**src/hw/rtl/gql_pkg.sv**
```systemverilog
// Shared types, constants and helpers for the glyph quad layout block.
package gql_pkg;

    // Character range held in the glyph table
    localparam int FIRST_CODE   = 32;
    localparam int END_CODE     = 128;
    localparam int CODE_W       = 7;
    localparam int NEWLINE_CODE = 10;
    localparam int GLYPH_DEPTH  = END_CODE - FIRST_CODE;
    localparam int GLYPH_AW     = $clog2(GLYPH_DEPTH);

    // Vertices per drawn glyph
    localparam int VERTS  = 6;
    localparam int VERT_W = $clog2(VERTS);
    localparam logic [VERT_W-1:0] LAST_VERT = VERT_W'(VERTS - 1);

    // Stream payload widths
    localparam int IN_DATA_W     = 112;
    localparam int OUT_FIELDS_W  = 98;
    localparam int OUT_DATA_W    = 104;
    localparam int OUT_PAD_W     = OUT_DATA_W - OUT_FIELDS_W;

    // Configuration port
    localparam int CFG_ADDR_W = 3;
    localparam int CFG_DATA_W = 32;

    typedef enum logic [CFG_ADDR_W-1:0] {
        REG_ORIGIN_X,
        REG_ORIGIN_Y,
        REG_SCALE_X,
        REG_SCALE_Y,
        REG_POINT_SIZE,
        REG_ATLAS_W,
        REG_ATLAS_H
    } t_reg_idx;

    // Register widths and reset values
    localparam int COORD_W = 32;
    localparam int SCALE_W = 25;
    localparam int POINT_W = 10;
    localparam int ATLAS_W = 16;
    localparam logic signed [COORD_W-1:0] ORIGIN_X_RST = 32'shFF00_0000;
    localparam logic signed [COORD_W-1:0] ORIGIN_Y_RST = 32'sh0100_0000;
    localparam logic [SCALE_W-1:0]        SCALE_RST    = 25'd16384;
    localparam logic [POINT_W-1:0]        POINT_RST    = 10'd16;
    localparam logic [ATLAS_W-1:0]        ATLAS_RST    = 16'd1;

    // Texture coordinate format, Q1.16 capped at 1.0
    localparam int TEX_W = 17;
    localparam logic [TEX_W-1:0] TEX_ONE = 17'h1_0000;
    localparam int DIV_STEPS = 16;
    localparam int DIV_CNT_W = $clog2(DIV_STEPS + 1);

    // Arithmetic widths: 17x26 signed multiply, 44 bit sums before clamping
    localparam int MUL_A_W = 17;
    localparam int MUL_B_W = 26;
    localparam int PROD_W  = MUL_A_W + MUL_B_W;
    localparam int WIDE_W  = PROD_W + 1;

    // One glyph table entry
    typedef struct packed {
        logic signed [15:0] ax;
        logic signed [15:0] ay;
        logic signed [15:0] bl;
        logic signed [15:0] bt;
        logic [11:0]        bw;
        logic [11:0]        bh;
        logic [15:0]        tx;
    } t_glyph;

    localparam int GLYPH_W = $bits(t_glyph);

    // Controller states
    typedef enum logic [3:0] {
        S_IDLE,
        S_DECODE,
        S_NEWLINE,
        S_MUL_OFS,
        S_MUL_BOX,
        S_MUL_ADV,
        S_ADVANCE,
        S_DIV_GO,
        S_DIV_RUN,
        S_EMIT
    } t_state;

    // Datapath operations
    typedef enum logic [3:0] {
        OP_NONE,
        OP_ACCEPT,
        OP_DECODE,
        OP_NEWLINE,
        OP_MUL_OFS,
        OP_MUL_BOX,
        OP_MUL_ADV,
        OP_ADVANCE,
        OP_DIV_START,
        OP_DIV_STORE,
        OP_EMIT
    } t_dp_op;

    typedef enum logic [1:0] {
        TEX_U0,
        TEX_U1,
        TEX_V1
    } t_tex_sel;

    typedef struct packed {
        t_dp_op              op;
        t_tex_sel            sel;
        logic [VERT_W-1:0]   vert;
    } t_dp_cmd;

    typedef struct packed {
        logic is_load;
        logic code_ok;
        logic is_newline;
        logic empty;
        logic div_busy;
        logic out_free;
    } t_dp_status;

    typedef struct packed {
        logic right;
        logic bottom;
    } t_corner;

    // Clamp a wide signed sum to the 32 bit signed range
    function automatic logic signed [COORD_W-1:0] sat32(input logic signed [WIDE_W-1:0] v);
        logic signed [WIDE_W-1:0] hi;
        logic signed [WIDE_W-1:0] lo;
        hi = WIDE_W'(32'sh7FFF_FFFF);
        lo = ~hi;
        if (v > hi) begin
            return 32'sh7FFF_FFFF;
        end else if (v < lo) begin
            return 32'sh8000_0000;
        end else begin
            return v[COORD_W-1:0];
        end
    endfunction

    // Quad corner of each vertex: two triangles
    function automatic t_corner vert_corner(input logic [VERT_W-1:0] k);
        t_corner c;
        c = '0;
        case (k)
            3'd0: c = '{right: 1'b0, bottom: 1'b0};
            3'd1: c = '{right: 1'b1, bottom: 1'b0};
            3'd2: c = '{right: 1'b0, bottom: 1'b1};
            3'd3: c = '{right: 1'b1, bottom: 1'b0};
            3'd4: c = '{right: 1'b0, bottom: 1'b1};
            3'd5: c = '{right: 1'b1, bottom: 1'b1};
            default: c = '0;
        endcase
        return c;
    endfunction

endpackage

```
**src/hw/rtl/gql_ctrl.sv**
```systemverilog
// Controller: sequences decode, pen math, divisions and vertex output.
module gql_ctrl
    import gql_pkg::*;
(
    input  logic       i_clk,
    input  logic       i_rst_n,
    input  logic       i_s_tvalid,
    output logic       o_s_tready,
    input  t_dp_status i_status,
    output t_dp_cmd    o_cmd
);

    t_state            r_state;
    t_state            n_state;
    t_tex_sel          r_sel;
    t_tex_sel          n_sel;
    logic [VERT_W-1:0] r_vert;
    logic [VERT_W-1:0] n_vert;

    // State registers
    always_ff @(posedge i_clk) begin
        if (!i_rst_n) begin
            r_state <= S_IDLE;
            r_sel   <= TEX_U0;
            r_vert  <= '0;
        end else begin
            r_state <= n_state;
            r_sel   <= n_sel;
            r_vert  <= n_vert;
        end
    end

    // Next state and datapath commands
    always_comb begin
        n_state    = r_state;
        n_sel      = r_sel;
        n_vert     = r_vert;
        o_s_tready = 1'b0;
        o_cmd      = '{op: OP_NONE, sel: r_sel, vert: r_vert};
        unique case (r_state)
            S_IDLE: begin
                // no request is taken while reset is held
                o_s_tready = i_rst_n;
                if (i_s_tvalid && i_rst_n) begin
                    o_cmd.op = OP_ACCEPT;
                    n_state  = S_DECODE;
                end
            end
            S_DECODE: begin
                o_cmd.op = OP_DECODE;
                if (i_status.is_load) begin
                    n_state = S_IDLE;
                end else if (i_status.is_newline) begin
                    n_state = S_NEWLINE;
                end else if (!i_status.code_ok) begin
                    n_state = S_IDLE;
                end else begin
                    n_state = S_MUL_OFS;
                end
            end
            S_NEWLINE: begin
                o_cmd.op = OP_NEWLINE;
                n_state  = S_IDLE;
            end
            S_MUL_OFS: begin
                o_cmd.op = OP_MUL_OFS;
                n_state  = S_MUL_BOX;
            end
            S_MUL_BOX: begin
                o_cmd.op = OP_MUL_BOX;
                n_state  = S_MUL_ADV;
            end
            S_MUL_ADV: begin
                o_cmd.op = OP_MUL_ADV;
                n_state  = S_ADVANCE;
            end
            S_ADVANCE: begin
                o_cmd.op = OP_ADVANCE;
                n_sel    = TEX_U0;
                n_state  = i_status.empty ? S_IDLE : S_DIV_GO;
            end
            S_DIV_GO: begin
                o_cmd.op = OP_DIV_START;
                n_state  = S_DIV_RUN;
            end
            S_DIV_RUN: begin
                if (!i_status.div_busy) begin
                    o_cmd.op = OP_DIV_STORE;
                    unique case (r_sel)
                        TEX_U0: begin
                            n_sel   = TEX_U1;
                            n_state = S_DIV_GO;
                        end
                        TEX_U1: begin
                            n_sel   = TEX_V1;
                            n_state = S_DIV_GO;
                        end
                        default: begin
                            n_vert  = '0;
                            n_state = S_EMIT;
                        end
                    endcase
                end
            end
            S_EMIT: begin
                if (i_status.out_free) begin
                    o_cmd.op = OP_EMIT;
                    if (r_vert == LAST_VERT) begin
                        n_vert  = '0;
                        n_state = S_IDLE;
                    end else begin
                        n_vert = r_vert + VERT_W'(1);
                    end
                end
            end
            default: n_state = S_IDLE;
        endcase
    end

    a_last_vertex_ends: assert property (@(posedge i_clk) disable iff (!i_rst_n)
        (o_cmd.op == OP_EMIT && o_cmd.vert == LAST_VERT) |=> (r_state == S_IDLE))
        else $error("glyph did not finish after its sixth vertex");

    a_accept_decodes: assert property (@(posedge i_clk) disable iff (!i_rst_n)
        (i_s_tvalid && o_s_tready) |=> (r_state == S_DECODE && o_cmd.op == OP_DECODE))
        else $error("accepted request not decoded next cycle");

endmodule

```
**config.mk**
```make
export PLATFORM = sky130hd
export DESIGN_NAME = gql_ctrl
export DESIGN_NICKNAME = d
export VERILOG_FILES = /design/src/hw/rtl/gql_pkg.sv /design/src/hw/rtl/gql_ctrl.sv
export SDC_FILE = /design/constraint.sdc
export NUM_CORES = 1
export LEC_CHECK = 0
export BUFFER_PORTS_ARGS = -buffer_cell sky130_fd_sc_hd__buf_2
export CAP_MARGIN = 20
export CORE_MARGIN = 2
export CORE_UTILIZATION = 49
export DETAILED_ROUTE_END_ITERATION = 7
export PLACE_DENSITY = 0.8
export SLEW_MARGIN = 20
export SYNTH_ARGS = -nofsm -noshare
export SYNTH_HDL_FRONTEND = slang
export SYNTH_SLANG_ARGS = --single-unit
```
**constraint.sdc**
```tcl
create_clock -name i_clk -period 1.9 [get_ports i_clk]
set_clock_uncertainty 0.1 [all_clocks]
set_input_delay 0.19 -clock i_clk [delete_from_list [all_inputs] [get_ports i_clk]]
set_output_delay 0.19 -clock i_clk [all_outputs]
set_load 0.01 [all_outputs]
```
# Word level (Yosys, flattened, before mapping)
# Cells that the tools add are included.
[word_totals]
regBits = 9
input_bits = 9
output_inout_bits = 10
[op_classes]
addsub = 1
n_eq_ne = 17
muxes = 23
n_reduce_logical = 9
[ops]
columns = ["op", "count"]
rows = [
  ["$pmux W4 S10", 1],
  ["$pmux W4 S9", 1],
  ["$mux W4", 7],
  ["$eq A4 B3 Y1 const B", 4],
  ["$mux W3", 5],
  ["$ne A2 B2 Y1 const B", 5],
  ["$eq A4 B2 Y1 const B", 2],
  ["$eq A4 B4 Y1 const B", 2],
  ["$mux W2", 4],
  ["$pmux W2 S2", 2],
  ["$reduce_and A4 Y1", 2],
  ["$pmux W3 S2", 1],
  ["$eq A4 B1 Y1 const B", 1],
  ["$logic_not A4 Y1", 1],
  ["$reduce_bool A2 Y1", 2],
  ["$add A3 B1 Y3 const B", 1],
  ["$eq A3 B3 Y1 const B", 1],
  ["$ne A3 B3 Y1 const B", 1],
  ["$reduce_and A3 Y1", 1],
  ["$eq A2 B1 Y1 const B", 1],
  ["$logic_not A2 Y1", 1],
  ["$mux W1", 2],
  ["$reduce_or A2 Y1", 1],
  ["$logic_and A1 B1 Y1", 1],
]

# Longest topological paths before layout
[logic_depth]
ltp_word = 5
ltp_mapped = 6
ltp_nobuf = 4

# Least setup slack after synthesis
# No wires, ideal clock.
[synth_path]
path_type = "flip-flop to flip-flop"
from = "register r_sel[1]"
to = "register r_vert[2]"
setup_ps = 118
arrival_time_ps = 1272
slack_ps = 410
stages_incl_launch_ff = 5
period_less_slack_ps = 1490
path_cell_list = "dfxtp_1 -> or3b_2 -> a21o_1 -> a22oi_1 -> nor2b_1"
[synth_between]
elab_chain_cells = 4
elab_cells_between_ends = 5
classes_between = "eq/ne: 2; reduce/logical: 3"
[synth_rtl]
columns = ["element", "line_no", "text"]
rows = [
  ["start, declared", "gql_ctrl.sv:15", "t_tex_sel r_sel;"],
  ["start signal, assigned", "gql_ctrl.sv:28", "r_sel <= n_sel;"],
  ["$eq A2 B1 Y1 or $logic_not A2 Y1 (tied branches)", "gql_ctrl.sv:89", "unique case (r_sel)"],
  ["$reduce_or A2 Y1 (no source line) *", "n/a", ""],
  ["$ne A2 B2 Y1 (no source line) *", "n/a", ""],
  ["$reduce_and A4 Y1 (no source line) *", "n/a", ""],
  ["end signal, assigned", "gql_ctrl.sv:29", "r_vert <= n_vert;"],
  ["end, declared", "gql_ctrl.sv:17", "logic [VERT_W-1:0] r_vert;"],
]
# Mark *: on every way between the ends. The rest lies on a longest branch, timed or not.
# A chain may end at the register's enable or synchronous reset.

==> results.md <==
- Status: finished clean
- Placed insts: 116
- Antenna fix cells: 0
- Row count: 13
- Layout area overhead: 16.4%
- Layout Nets: 115
- Wire length per cell: 12.0 um
- Total number of vias: 687
- Vias in the first global route: 492
- CP endpoint kind: output port
- Remaining DRCs: 0
- Post-layout min period: 1.80 ns
- IO buf count: 18
- FMAX: 556 MHz
- Vias/cell: 5.73
- CP Max Fanout: 14
- RSZ-0062 raised after global routing: false
- Leakage power: 0.312 nW
- WP data required: 1.61 ns
- Power Total: 501 uW
- Core ar.: 1280 um^2
- Critical setup path kind: register to output port
- Placement Setup Slack: 0.294 ns
- Die outline height: 40.8 um
- CTS buffer count: 3
- Share of layout cells above drive strength 1: 0.276
- CTS tree: yes
- Wire length on met1: 694 um
- CTS Hold Bufs: 0
- Met3 WL: 73 um
- Clk root buf: clkbuf_4
- TritonRoute pass-1 iters: 4
- Final cell count without fillers: 120
- Finished Core Util: 0.602
- Worst-margin pin slew: 0.451 ns
- Syn avg cell area: 7.47 um^2
- Total die area: 1670 um^2
- Initial antenna violation count: 0
- Final Hold Vio Count: 0
- Footprint of the multi-input gates: 422 um^2
- Final Cycle Share: 0.947
- H-tree Lvls: 1
- Register area: 181 um^2
- Grt ovf: 0
- Power per cell area: 647 nW/um^2
- Max-cap violations: 0
- Peak VDD IR: 0.413 mV
- Seq/Total Area, Yosys: 0.271
- Distinct cells, synth: 41
- Fill count: 128
- CP Data Arrival Time: 1.51 ns
- DRT iter0 DRCs: 11
- Bufs on Longest Clock Path: 2
- Drt total wl: 1430 um
- HP Class: input pin to register
- Reg2Reg Setup Slack: 0.27 ns
- Top layer in use: met4
- Synth Net Count: 98
- Clk slew on worst S/H paths: 0.06 ns
- CP startpoint kind: register
- Flops & latches, synth: 9
- GPL Wtd Cong: 0.758
- Initial Util: 0.517
- Yosys warning count: 0
- Post-synth EDFFs: 0
- Setup TNS Final: 0 ns
- First-pass GRT wire length: 2170 um
- Antenna viol nets, final: 0
- Die W: 40.8 um
- Routed wl met2: 643 um
- Post-Syn Area: 664 um^2
- Cell count after synthesis: 89
- Main flop type after synthesis: dfxtp_1
- Largest net degree at the start of global routing: 15
- DP Wirelength: 1070 um
- Async SR Flop Fraction: 0
- GRT Overall Usage: 0.210
- Slew Limit Fails: 0
- Final worst slack: 0.101 ns
- # IOs: 19
- Latest clock arrival within the worst-skew pair: 0.27 ns
- Endpoints failing setup: 0
- Slew margin rel.: 0.699
- CTS sink cnt: 9
-- placed cells by master (no fill, tap or decap), types with 2 or more instances in the layout --
cell,netlist,routed
a21oi_1,5,5
nor2b_1,3,3
o21ai_0,6,6
mux2i_1,2,2
clkbuf_4,0,3
inv_1,5,5
nand3_1,4,4
nor3_1,3,3
nor2_1,6,6
buf_4,0,2
nand2_1,9,9
dfxtp_1,9,8
nand2b_1,3,3
buf_2,4,18
-- flip-flops by register name, indices dropped and copies added (netlist names) --
register,cells
r_state,4
r_vert,3
r_sel,2
-- metal layers --
metal | vias to the layer above | global-route usage
met2 | 14 | 0.270
met3 | 4 | 0.0978
met4 | 0 | 0.100
met5 | - | 0
met1 | 316 | 0.289
li1 | 353 | -
-- what timing repair did --
action                                  4_1_cts  5_1_grt
endpoints found under the hold margin         0        0
setup buffers                                 0        0
resized for setup                             0        1
endpoints found under the setup margin        0        1
-- cells in the mapped netlist, types with 2 or more instances --
master / n / area (um^2)
a21oi_1: 5 / 25.0
buf_2: 4 / 20.0
clkbuf_1: 2 / 7.51
dfxtp_1: 9 / 180
inv_1: 5 / 18.8
mux2i_1: 2 / 20.0
nand2_1: 9 / 33.8
nand2b_1: 3 / 18.8
nand3_1: 4 / 20.0
nor2_1: 6 / 22.5
nor2b_1: 3 / 18.8
nor3_1: 3 / 15.0
o21ai_0: 6 / 30.0
-- worst paths after layout --
kind                endpoint   startpoint  depth (start not counted)
setup / recovery    o_cmd[8]   r_state[1]                          3
hold / removal    r_state[1]  i_status[5]                          4
setup reg to reg  r_state[1]   r_state[0]                          4
hold reg to reg     r_sel[1]     r_sel[0]                          2
-- metrics by stage --
step / hold slack (ns) / area [um^2]
3_5_place_dp: 0.400 / 744
5_1_grt: 0.149 / 773
3_3_place_gp: 0.403 / 744
4_1_cts: 0.148 / 772
2_1_floorplan: 0.312 / 664
6_report: 0.145 / 773
-- layout make-up --
type,count,area share
timing repair buffer,20,0.136
sequential,9,0.235
clock inverter,1,0.00647
tap,15,0.0243
multi-input combinational,67,0.545
clock buffer,3,0.0291
inverter,5,0.0243
-- cells by family (layout without fill, tap and decap cells) --
family,Yosys count,after routing,share of synthesized area
compound gates,26,26,0.266
xor+xnor,2,2,0.0264
buf+inv,13,29,0.0942
flops,9,9,0.271
mux,2,2,0.0301
simple gates,37,37,0.313
-- critical path, stage by stage, from the launching register on --
cell and delay (ns):
dfxtp_1 0.43, or3b_1 0.51, o22ai_1 0.15, buf_2 0.15
-- power breakdown --
group | total (mW) | leakage, nW | internal [mW] | switching (mW)
clock network | 0.152 | 0.0177 | 0.0780 | 0.0739
registers | 0.222 | 0.0733 | 0.196 | 0.0258
logic | 0.127 | 0.221 | 0.0546 | 0.0723
Power figures use the tool's default switching activity.
